## src/design/obpm_pkg.sv

```systemverilog
// shared types, constants and helpers of the oscillator bank pwm mixer
package obpm_pkg;

	localparam int RATE_N  = 8;
	localparam int RIDX_W  = 3;
	localparam int RATE_W  = 16;
	localparam int STATE_W = 32;
	localparam int FRAC_W  = 16;
	localparam int PROD_W  = 48;
	localparam int DUTY_W  = 8;

	localparam int DUTY_OFFSET = 120;

	localparam logic signed [STATE_W-1:0] COS_INIT  = 32'sd1966080;
	localparam logic signed [STATE_W-1:0] STATE_MAX = 32'sh7fff_ffff;
	localparam logic signed [STATE_W-1:0] STATE_MIN = 32'sh8000_0000;

	localparam logic [RATE_W-1:0] RATE_RESET [RATE_N] = '{
		16'd655, 16'd649, 16'd636, 16'd616, 16'd649, 16'd642, 16'd629, 16'd609
	};

	typedef enum logic [6:0] {
		ST_IDLE = 7'b0000001,
		ST_MUL1 = 7'b0000010,
		ST_COS  = 7'b0000100,
		ST_MUL2 = 7'b0001000,
		ST_SIN  = 7'b0010000,
		ST_SCAN = 7'b0100000,
		ST_DONE = 7'b1000000
	} state_t;

	function automatic logic signed [STATE_W-1:0] sat_state(input logic signed [STATE_W:0] v);
		logic signed [STATE_W-1:0] r;
		if (v[STATE_W] != v[STATE_W-1]) begin
			r = v[STATE_W] ? STATE_MIN : STATE_MAX;
		end else begin
			r = v[STATE_W-1:0];
		end
		return r;
	endfunction

endpackage

```

## src/design/obpm_mul.sv

```systemverilog
// shared registered multiplier: signed state times unsigned rate
module obpm_mul (
	input  logic                                  clk,
	input  logic                                  en,
	input  logic signed [obpm_pkg::STATE_W-1:0]   a,
	input  logic        [obpm_pkg::RATE_W-1:0]    b,
	output logic signed [obpm_pkg::PROD_W-1:0]    p
);
	import obpm_pkg::*;

	logic signed [STATE_W+RATE_W:0] full;
	logic signed [PROD_W-1:0]       p_q;

	assign full = a * $signed({1'b0, b});

	always_ff @(posedge clk) begin
		if (en) begin
			p_q <= full[PROD_W-1:0];
		end
	end

	assign p = p_q;

endmodule

```

## src/design/oscillator_bank_pwm_mixer.sv

```systemverilog
// top level: bank of coupled-form sine/cosine oscillators mixed into four pwm duties
//
// usage:
// - rates are written through cfg_we / cfg_idx / cfg_wdata while the block is idle
// - one request on in_valid/in_ready carries advance; each request returns one
//   result of four duties on out_valid/out_ready
// - sine and cosine state live in two small synchronous memories, read ahead into a
//   register and written back after update; one shared multiplier does both products
// - with advance set an oscillator steps through ST_MUL1, ST_COS, ST_MUL2 and
//   ST_SIN (two products, two saturating adds); a new request is taken only
//   once the whole sweep is done
// - with advance clear the state is only scanned, not written back
// - reset loads the rate defaults and marks every memory entry unwritten, which
//   reads as sine 0 and cosine 30.0; no clearing pass is needed
// - the result sits in an output register: a new request is taken while it
//   waits, and a finished sweep stalls only if that register is still full
module oscillator_bank_pwm_mixer #(
	parameter int NUM_OSC = 8
) (
	input  logic                            clk,
	input  logic                            arst_n,
	input  logic                            cfg_we,
	input  logic [obpm_pkg::RIDX_W-1:0]     cfg_idx,
	input  logic [obpm_pkg::RATE_W-1:0]     cfg_wdata,
	input  logic                            in_valid,
	output logic                            in_ready,
	input  logic                            advance,
	output logic                            out_valid,
	input  logic                            out_ready,
	output logic [obpm_pkg::DUTY_W-1:0]     duty_a,
	output logic [obpm_pkg::DUTY_W-1:0]     duty_b,
	output logic [obpm_pkg::DUTY_W-1:0]     duty_c,
	output logic [obpm_pkg::DUTY_W-1:0]     duty_d
);
	import obpm_pkg::*;

	localparam int IDX_W = (NUM_OSC > 1) ? $clog2(NUM_OSC) : 1;
	localparam int HALF  = NUM_OSC / 2;
	localparam int ACC_W = STATE_W + 2 + IDX_W;
	localparam logic signed [ACC_W-1:0] ACC_INIT = ACC_W'(DUTY_OFFSET * (1 << FRAC_W));

	state_t                      state_q;
	logic [IDX_W-1:0]            idx_q;
	logic [RATE_W-1:0]           rate_q [RATE_N];
	logic signed [STATE_W-1:0]   sin_mem [NUM_OSC];
	logic signed [STATE_W-1:0]   cos_mem [NUM_OSC];
	logic [NUM_OSC-1:0]          vld_q;
	logic signed [STATE_W-1:0]   rd_s_q;
	logic signed [STATE_W-1:0]   rd_c_q;
	logic                        rd_v_q;
	logic signed [STATE_W-1:0]   s_q;
	logic signed [STATE_W-1:0]   c_q;
	logic signed [ACC_W-1:0]     acc_q [4];
	logic                        out_valid_q;
	logic [DUTY_W-1:0]           duty_a_q;
	logic [DUTY_W-1:0]           duty_b_q;
	logic [DUTY_W-1:0]           duty_c_q;
	logic [DUTY_W-1:0]           duty_d_q;

	logic                        accept;
	logic                        is_last;
	logic                        rd_en;
	logic [IDX_W-1:0]            rd_addr;
	logic signed [STATE_W-1:0]   s_rd;
	logic signed [STATE_W-1:0]   c_rd;
	logic [RATE_W-1:0]           rate_sel;
	logic                        mul_en;
	logic signed [STATE_W-1:0]   mul_a;
	logic signed [PROD_W-1:0]    prod;
	logic signed [STATE_W-1:0]   prod_hi;
	logic signed [STATE_W-1:0]   c_new;
	logic signed [STATE_W-1:0]   s_new;
	logic signed [STATE_W-1:0]   acc_s_in;
	logic signed [STATE_W-1:0]   acc_c_in;
	logic                        acc_en;
	logic                        lo_half;
	logic                        out_load;

	function automatic logic [DUTY_W-1:0] to_duty(input logic signed [ACC_W-1:0] a);
		logic [DUTY_W-1:0] r;
		if (a < 0) begin
			r = '0;
		end else if (a[ACC_W-1:FRAC_W+DUTY_W] != '0) begin
			r = '1;
		end else begin
			r = a[FRAC_W+DUTY_W-1:FRAC_W];
		end
		return r;
	endfunction

	assign in_ready  = (state_q == ST_IDLE);
	assign accept    = in_valid && in_ready;
	assign is_last   = (idx_q == IDX_W'(NUM_OSC - 1));
	assign rd_en     = accept || (((state_q == ST_SIN) || (state_q == ST_SCAN)) && !is_last);
	assign rd_addr   = accept ? '0 : idx_q + 1'b1;
	assign s_rd      = rd_v_q ? rd_s_q : '0;
	assign c_rd      = rd_v_q ? rd_c_q : COS_INIT;
	assign rate_sel  = rate_q[RIDX_W'(idx_q)];
	assign mul_en    = (state_q == ST_MUL1) || (state_q == ST_MUL2);
	assign mul_a     = (state_q == ST_MUL1) ? s_rd : c_q;
	assign prod_hi   = prod[PROD_W-1:FRAC_W];
	assign c_new     = sat_state({c_q[STATE_W-1], c_q} - {prod_hi[STATE_W-1], prod_hi});
	assign s_new     = sat_state({s_q[STATE_W-1], s_q} + {prod_hi[STATE_W-1], prod_hi});
	assign acc_en    = (state_q == ST_SIN) || (state_q == ST_SCAN);
	assign acc_s_in  = (state_q == ST_SIN) ? s_new : s_rd;
	assign acc_c_in  = (state_q == ST_SIN) ? c_q : c_rd;
	assign lo_half   = (int'(idx_q) < HALF);
	assign out_load  = (state_q == ST_DONE) && (!out_valid_q || out_ready);

	obpm_mul u_mul (
		.clk (clk),
		.en  (mul_en),
		.a   (mul_a),
		.b   (rate_sel),
		.p   (prod)
	);

	always_ff @(posedge clk) begin
		if (rd_en) begin
			rd_s_q <= sin_mem[rd_addr];
			rd_c_q <= cos_mem[rd_addr];
			rd_v_q <= vld_q[rd_addr];
		end
		if (state_q == ST_SIN) begin
			sin_mem[idx_q] <= s_new;
			cos_mem[idx_q] <= c_q;
		end
	end

	always_ff @(posedge clk) begin
		if (state_q == ST_MUL1) begin
			s_q <= s_rd;
			c_q <= c_rd;
		end else if (state_q == ST_COS) begin
			c_q <= c_new;
		end
		if (accept) begin
			for (int i = 0; i < 4; i++) begin
				acc_q[i] <= ACC_INIT;
			end
		end else if (acc_en) begin
			if (lo_half) begin
				acc_q[0] <= acc_q[0] + ACC_W'(acc_s_in);
				acc_q[1] <= acc_q[1] + ACC_W'(acc_c_in);
			end else begin
				acc_q[2] <= acc_q[2] + ACC_W'(acc_s_in);
				acc_q[3] <= acc_q[3] + ACC_W'(acc_c_in);
			end
		end
		if (out_load) begin
			duty_a_q <= to_duty(acc_q[0]);
			duty_b_q <= to_duty(acc_q[1]);
			duty_c_q <= to_duty(acc_q[2]);
			duty_d_q <= to_duty(acc_q[3]);
		end
	end

	always_ff @(posedge clk or negedge arst_n) begin
		if (!arst_n) begin
			for (int i = 0; i < RATE_N; i++) begin
				rate_q[i] <= RATE_RESET[i];
			end
		end else if (cfg_we) begin
			rate_q[cfg_idx] <= cfg_wdata;
		end
	end

	always_ff @(posedge clk or negedge arst_n) begin
		if (!arst_n) begin
			state_q     <= ST_IDLE;
			idx_q       <= '0;
			vld_q       <= '0;
			out_valid_q <= 1'b0;
		end else begin
			if (out_load) begin
				out_valid_q <= 1'b1;
			end else if (out_ready) begin
				out_valid_q <= 1'b0;
			end
			case (state_q)
				ST_IDLE: begin
					if (accept) begin
						idx_q   <= '0;
						state_q <= advance ? ST_MUL1 : ST_SCAN;
					end
				end
				ST_MUL1: state_q <= ST_COS;
				ST_COS:  state_q <= ST_MUL2;
				ST_MUL2: state_q <= ST_SIN;
				ST_SIN: begin
					vld_q[idx_q] <= 1'b1;
					if (is_last) begin
						state_q <= ST_DONE;
					end else begin
						idx_q   <= idx_q + 1'b1;
						state_q <= ST_MUL1;
					end
				end
				ST_SCAN: begin
					if (is_last) begin
						state_q <= ST_DONE;
					end else begin
						idx_q <= idx_q + 1'b1;
					end
				end
				ST_DONE: begin
					if (out_load) begin
						state_q <= ST_IDLE;
					end
				end
				default: state_q <= ST_IDLE;
			endcase
		end
	end

	assign out_valid = out_valid_q;
	assign duty_a    = duty_a_q;
	assign duty_b    = duty_b_q;
	assign duty_c    = duty_c_q;
	assign duty_d    = duty_d_q;

endmodule

```

## config.mk

```make
export PLATFORM = sky130hd
export DESIGN_NAME = oscillator_bank_pwm_mixer
export DESIGN_NICKNAME = d
export VERILOG_FILES = /design/src/design/obpm_pkg.sv /design/src/design/obpm_mul.sv /design/src/design/oscillator_bank_pwm_mixer.sv
export SDC_FILE = /design/constraint.sdc
export NUM_CORES = 2
export LEC_CHECK = 0
export BUFFER_PORTS_ARGS = -buffer_cell sky130_fd_sc_hd__buf_2
export CAP_MARGIN = 20
export CORE_UTILIZATION = 55
export CTS_CLUSTER_DIAMETER = 120
export DETAILED_ROUTE_END_ITERATION = 16
export GPL_TIMING_DRIVEN = 0
export PLACE_DENSITY = 0.71
export SYNTH_ARGS = -nofsm -noshare
export SYNTH_HDL_FRONTEND = slang
export SYNTH_SLANG_ARGS = --single-unit
```

## constraint.sdc

```tcl
create_clock -name clk -period 11.9 [get_ports clk]
set_clock_uncertainty 0.05 [all_clocks]
set_input_delay 2.38 -clock clk [delete_from_list [all_inputs] [get_ports clk]]
set_output_delay 2.38 -clock clk [all_outputs]
set_load 0.02 [all_outputs]
```

==> flow_results.org <==
** Outcome
- The flow ran to the end, and the final reports show no timing, DRC or antenna violations.

** Synth
- Among all flip-flop cells after synthesis, the most frequent one is sky130_fd_sc_hd__edfxtp_1.
- Top-area cell type share of the netlist area :: between 30 and 40%
- The synthesized design contains 853 enable-type register cells.
- Mean Syn Cell Area :: around 11 sq um
- Synth area leader :: sky130_fd_sc_hd__edfxtp_1
- After synthesis, flip-flops and latches occupy 44.0% of the total area.
- Synthesized area :: 66600 sq um
- Post-Syn Nets :: 7004
- After technology mapping, the gate count stands at 6169.
- For this run, the number of Yosys warnings is 0.
- For this run, asynchronously set or reset flops after synthesis account for 14.7%.
- FF+latch count, synth :: 1000
- Library cells used by synthesis :: 90
- Cell types occupying the most area after synthesis :: sky130_fd_sc_hd__edfxtp_1 38%, sky130_fd_sc_hd__fa_1 15%, sky130_fd_sc_hd__ha_1 6.0%

** Drt
- Via count :: a little under 50000
- The first routing iteration left 5016 violations.
- Routed wirelength normalized by instance count :: between 20 and 25 um
- Number of optimization iterations in the first detailed-route pass :: 7
- Vias/cell :: ~6.0
- Wires add up to approximately 200 mm.
- In the routed design, unresolved DRC markers number 0.
- Antenna-violating nets left :: 0

** CTS
- In this run, CTS created clock tree buffers numbering a little over 100.
- Worst-path clk slew :: 60 ps
- In this run the number of H-tree levels came out at 3.
- Clk sink count :: 1000
- TritonCTS clock tree :: yes
- Buffers added to address setup during post-CTS repair amount to 0.
- CTS max path bufs :: 3
- At the later pin of the worst-skew pair, clock insertion delay measures 730 ps.
- Clock tree synthesis selected as its root buffer the cell sky130_fd_sc_hd__clkbuf_16.
- The number of gates resized after CTS was 0.
- Hold repair after CTS inserted 0 buffers.

** Worst setup path
- Required time worst endpoint :: 12330 ps
- Of all nets on the critical path, the largest fanout is 10.
- On the critical path the largest part of the delay comes from adder cells.
- The worst register-to-register path ends at u_mul.p[41].
- WP buf/inv :: 7
- For flop-to-flop paths, the worst setup slack is roughly 1500 ps.
- On the worst path, the slowest cell contributes a delay of 920 ps.
- Slowest-stage cell, CP :: sky130_fd_sc_hd__nor4_2
- The most critical setup path has its endpoint at u_mul.p[41].
- Measured in cells, the most critical reg-to-reg path has a length of 28.
- The worst register-to-register path begins at idx_q[2].
- Critical path capture point type :: flip-flop
- Worst Setup SP :: idx_q[2]
- Kind of launch point of the worst setup path :: flip-flop
- STA puts the critical path data arrival time at 10870 ps.
- The cell that appears most often on the critical path is sky130_fd_sc_hd__fa_1.
- Kind of critical path :: flip-flop to flip-flop
- Critical path depth in cells :: 28

** STA
- The clock period could shrink to 10440 ps.
- Setup slack on the critical path of the routed design comes to 1460 ps.
- Timing would allow up to 95.7 MHz.
- Worst Tran Pin Value :: 1230 ps
- Final-report hold violation count :: 0
- Dividing the final minimum period by the clock period gives 87.8%.
- Max-slew violations :: 0
- For the final routed database, the setup TNS stands at 0 ps.
- Setup violations remaining at the end of the flow were counted as 0.
- Setup repair after global routing left no endpoint under its margin.
- Worst rel slew slack :: between 10% and 20%

** Floorplan
- In this run the core area contains 127 standard-cell rows.
- The floorplan step set the die height to 350 um.
- Die span in x :: 350 um
- The die covers between 100000 and 150000 sq um.
- For this configuration, the core starts out at a cell density of 55.5%.
- The region available for standard cell placement spans 120000 sq um.
- Boundary pin count :: 59

** Global routing
- Number of global-route vias before repair :: 48340
- The first global-routing pass estimated 296 mm of wire.
- Largest net degree at the start of global routing :: just under 80
- Total routing usage reported by global routing :: 32.6%
- GRT Residual Overflow :: 0
- The initial antenna violation count was 4.

** Place
- Routability congestion estimate :: 1.03
- Post-place instance area :: 69900 sq um
- Hpwl dp :: 153 mm
- OpenSTA, run right after detailed placement, puts the worst setup slack at 1640 ps.
- The count of buffers added on input and output ports is 54.

** Final layout
- In the final layout, the share of cells above drive strength 1 is 8.92%.
- After routing the design area is 73300 sq um.
- Core occupancy in the finished layout :: 61.1%
- Number of nets in the layout :: 7231
- Top library cells by usage in the layout, fill and taps aside :: 956 x sky130_fd_sc_hd__nand2_1, 853 x sky130_fd_sc_hd__edfxtp_1, 669 x sky130_fd_sc_hd__inv_1
- Relative to the synthesized area, the layout overhead comes to 9.95%.
- Most common library cell in the layout ignoring fill and taps :: sky130_fd_sc_hd__nand2_1

** Job
- Max-cap violations :: 0

** Min path
- Hold crit path type :: flip-flop to flip-flop
-- worst reg2reg max path: cells and delay by family (launching register included) --
kind,cells,cell delay (ps)
and+or+nand+nor,6,2010
adders and majority gates,7,3490
xor gates and xnor gates,1,90
AOI/OAI and AO/OA,7,2020
buffers and inverters,7,2150
DFF,1,390
-- worst min path at each step --
| stage | start | to | slack [ps] | depth (start not counted) |
|---|---|---|---|---|
| after floorplan | vld_q[7] | vld_q[7] | 380 | 1 |
| after global placement | vld_q[6] | vld_q[6] | 400 | 1 |
| after detailed placement | vld_q[6] | vld_q[6] | 400 | 1 |
| after CTS | vld_q[6] | vld_q[6] | 410 | 1 |
| after global routing | vld_q[6] | vld_q[6] | 430 | 1 |
| final | vld_q[6] | vld_q[6] | 410 | 1 |
-- synthesized netlist by cell type (62+ instances only) --
library cell and instances:
sky130_fd_sc_hd__a21o_1 133, sky130_fd_sc_hd__a21oi_1 230, sky130_fd_sc_hd__and2_1 62, sky130_fd_sc_hd__clkbuf_1 220
sky130_fd_sc_hd__dfrtp_1 109, sky130_fd_sc_hd__edfxtp_1 853, sky130_fd_sc_hd__fa_1 488, sky130_fd_sc_hd__ha_1 322
sky130_fd_sc_hd__inv_1 669, sky130_fd_sc_hd__mux2_2 132, sky130_fd_sc_hd__mux4_2 65, sky130_fd_sc_hd__nand2_1 958
sky130_fd_sc_hd__nand3_1 127, sky130_fd_sc_hd__nor2_1 512, sky130_fd_sc_hd__o21ai_0 297, sky130_fd_sc_hd__o22ai_1 79
sky130_fd_sc_hd__xnor2_1 112, sky130_fd_sc_hd__xor2_1 90
-- metrics by stage --
step	hold slack [ps]	cells
global route	432	8096
finish	414	8096
detailed placement	400	7890
CTS	414	8080
global placement	396	7835
floorplan	384	6169
-- cell families after synthesis --
logic type / share of synthesized area, %
simple gates: 12.7
compound gates: 10.1
flops: 44.0
buf+inv: 5.22
fa+ha+maj: 20.8
xor+xnor: 2.66
mux: 4.47
-- registers in the layout (all words and copies together) (netlist names) --
signal / count
duty_b: 8
duty_d: 8
s_q: 32
rd_s_q: 32
state_q: 7
duty_a: 8
idx_q: 3
rate_q: 128
c_q: 32
vld_q: 8
rd_c_q: 32
out_valid: 1
rd_v_q: 1
sin_mem: 256
u_mul.p: 32
acc_q: 148
cos_mem: 256
duty_c: 8
-- layer usage --
metal | global-route usage, % | share of wire, % | wire length (um)
met1 | 44.0 | 40 | 79500
met2 | 51.0 | 46 | 89900
met3 | 5.24 | 8.4 | 16600
met4 | 17.0 | 5.7 | 11200
met5 | 0 | 0 | 0
-- area by class of cell --
type | count | area, sq um
Inverter | 671 | 2520
Multi-Input combinational cell | 4248 | 33900
Tap cell | 1612 | 2020
Sequential cell | 1000 | 29300
Fill cell | 9795 | 46700
Timing Repair Buffer | 123 | 1250
Antenna cell | 2 | 5.00
Buffer | 250 | 960
Clock buffer | 131 | 2670
Clock inverter | 59 | 559
Power is not shown: default switching activity piles up to over one toggle a cycle in this logic, so the estimate is an artifact.
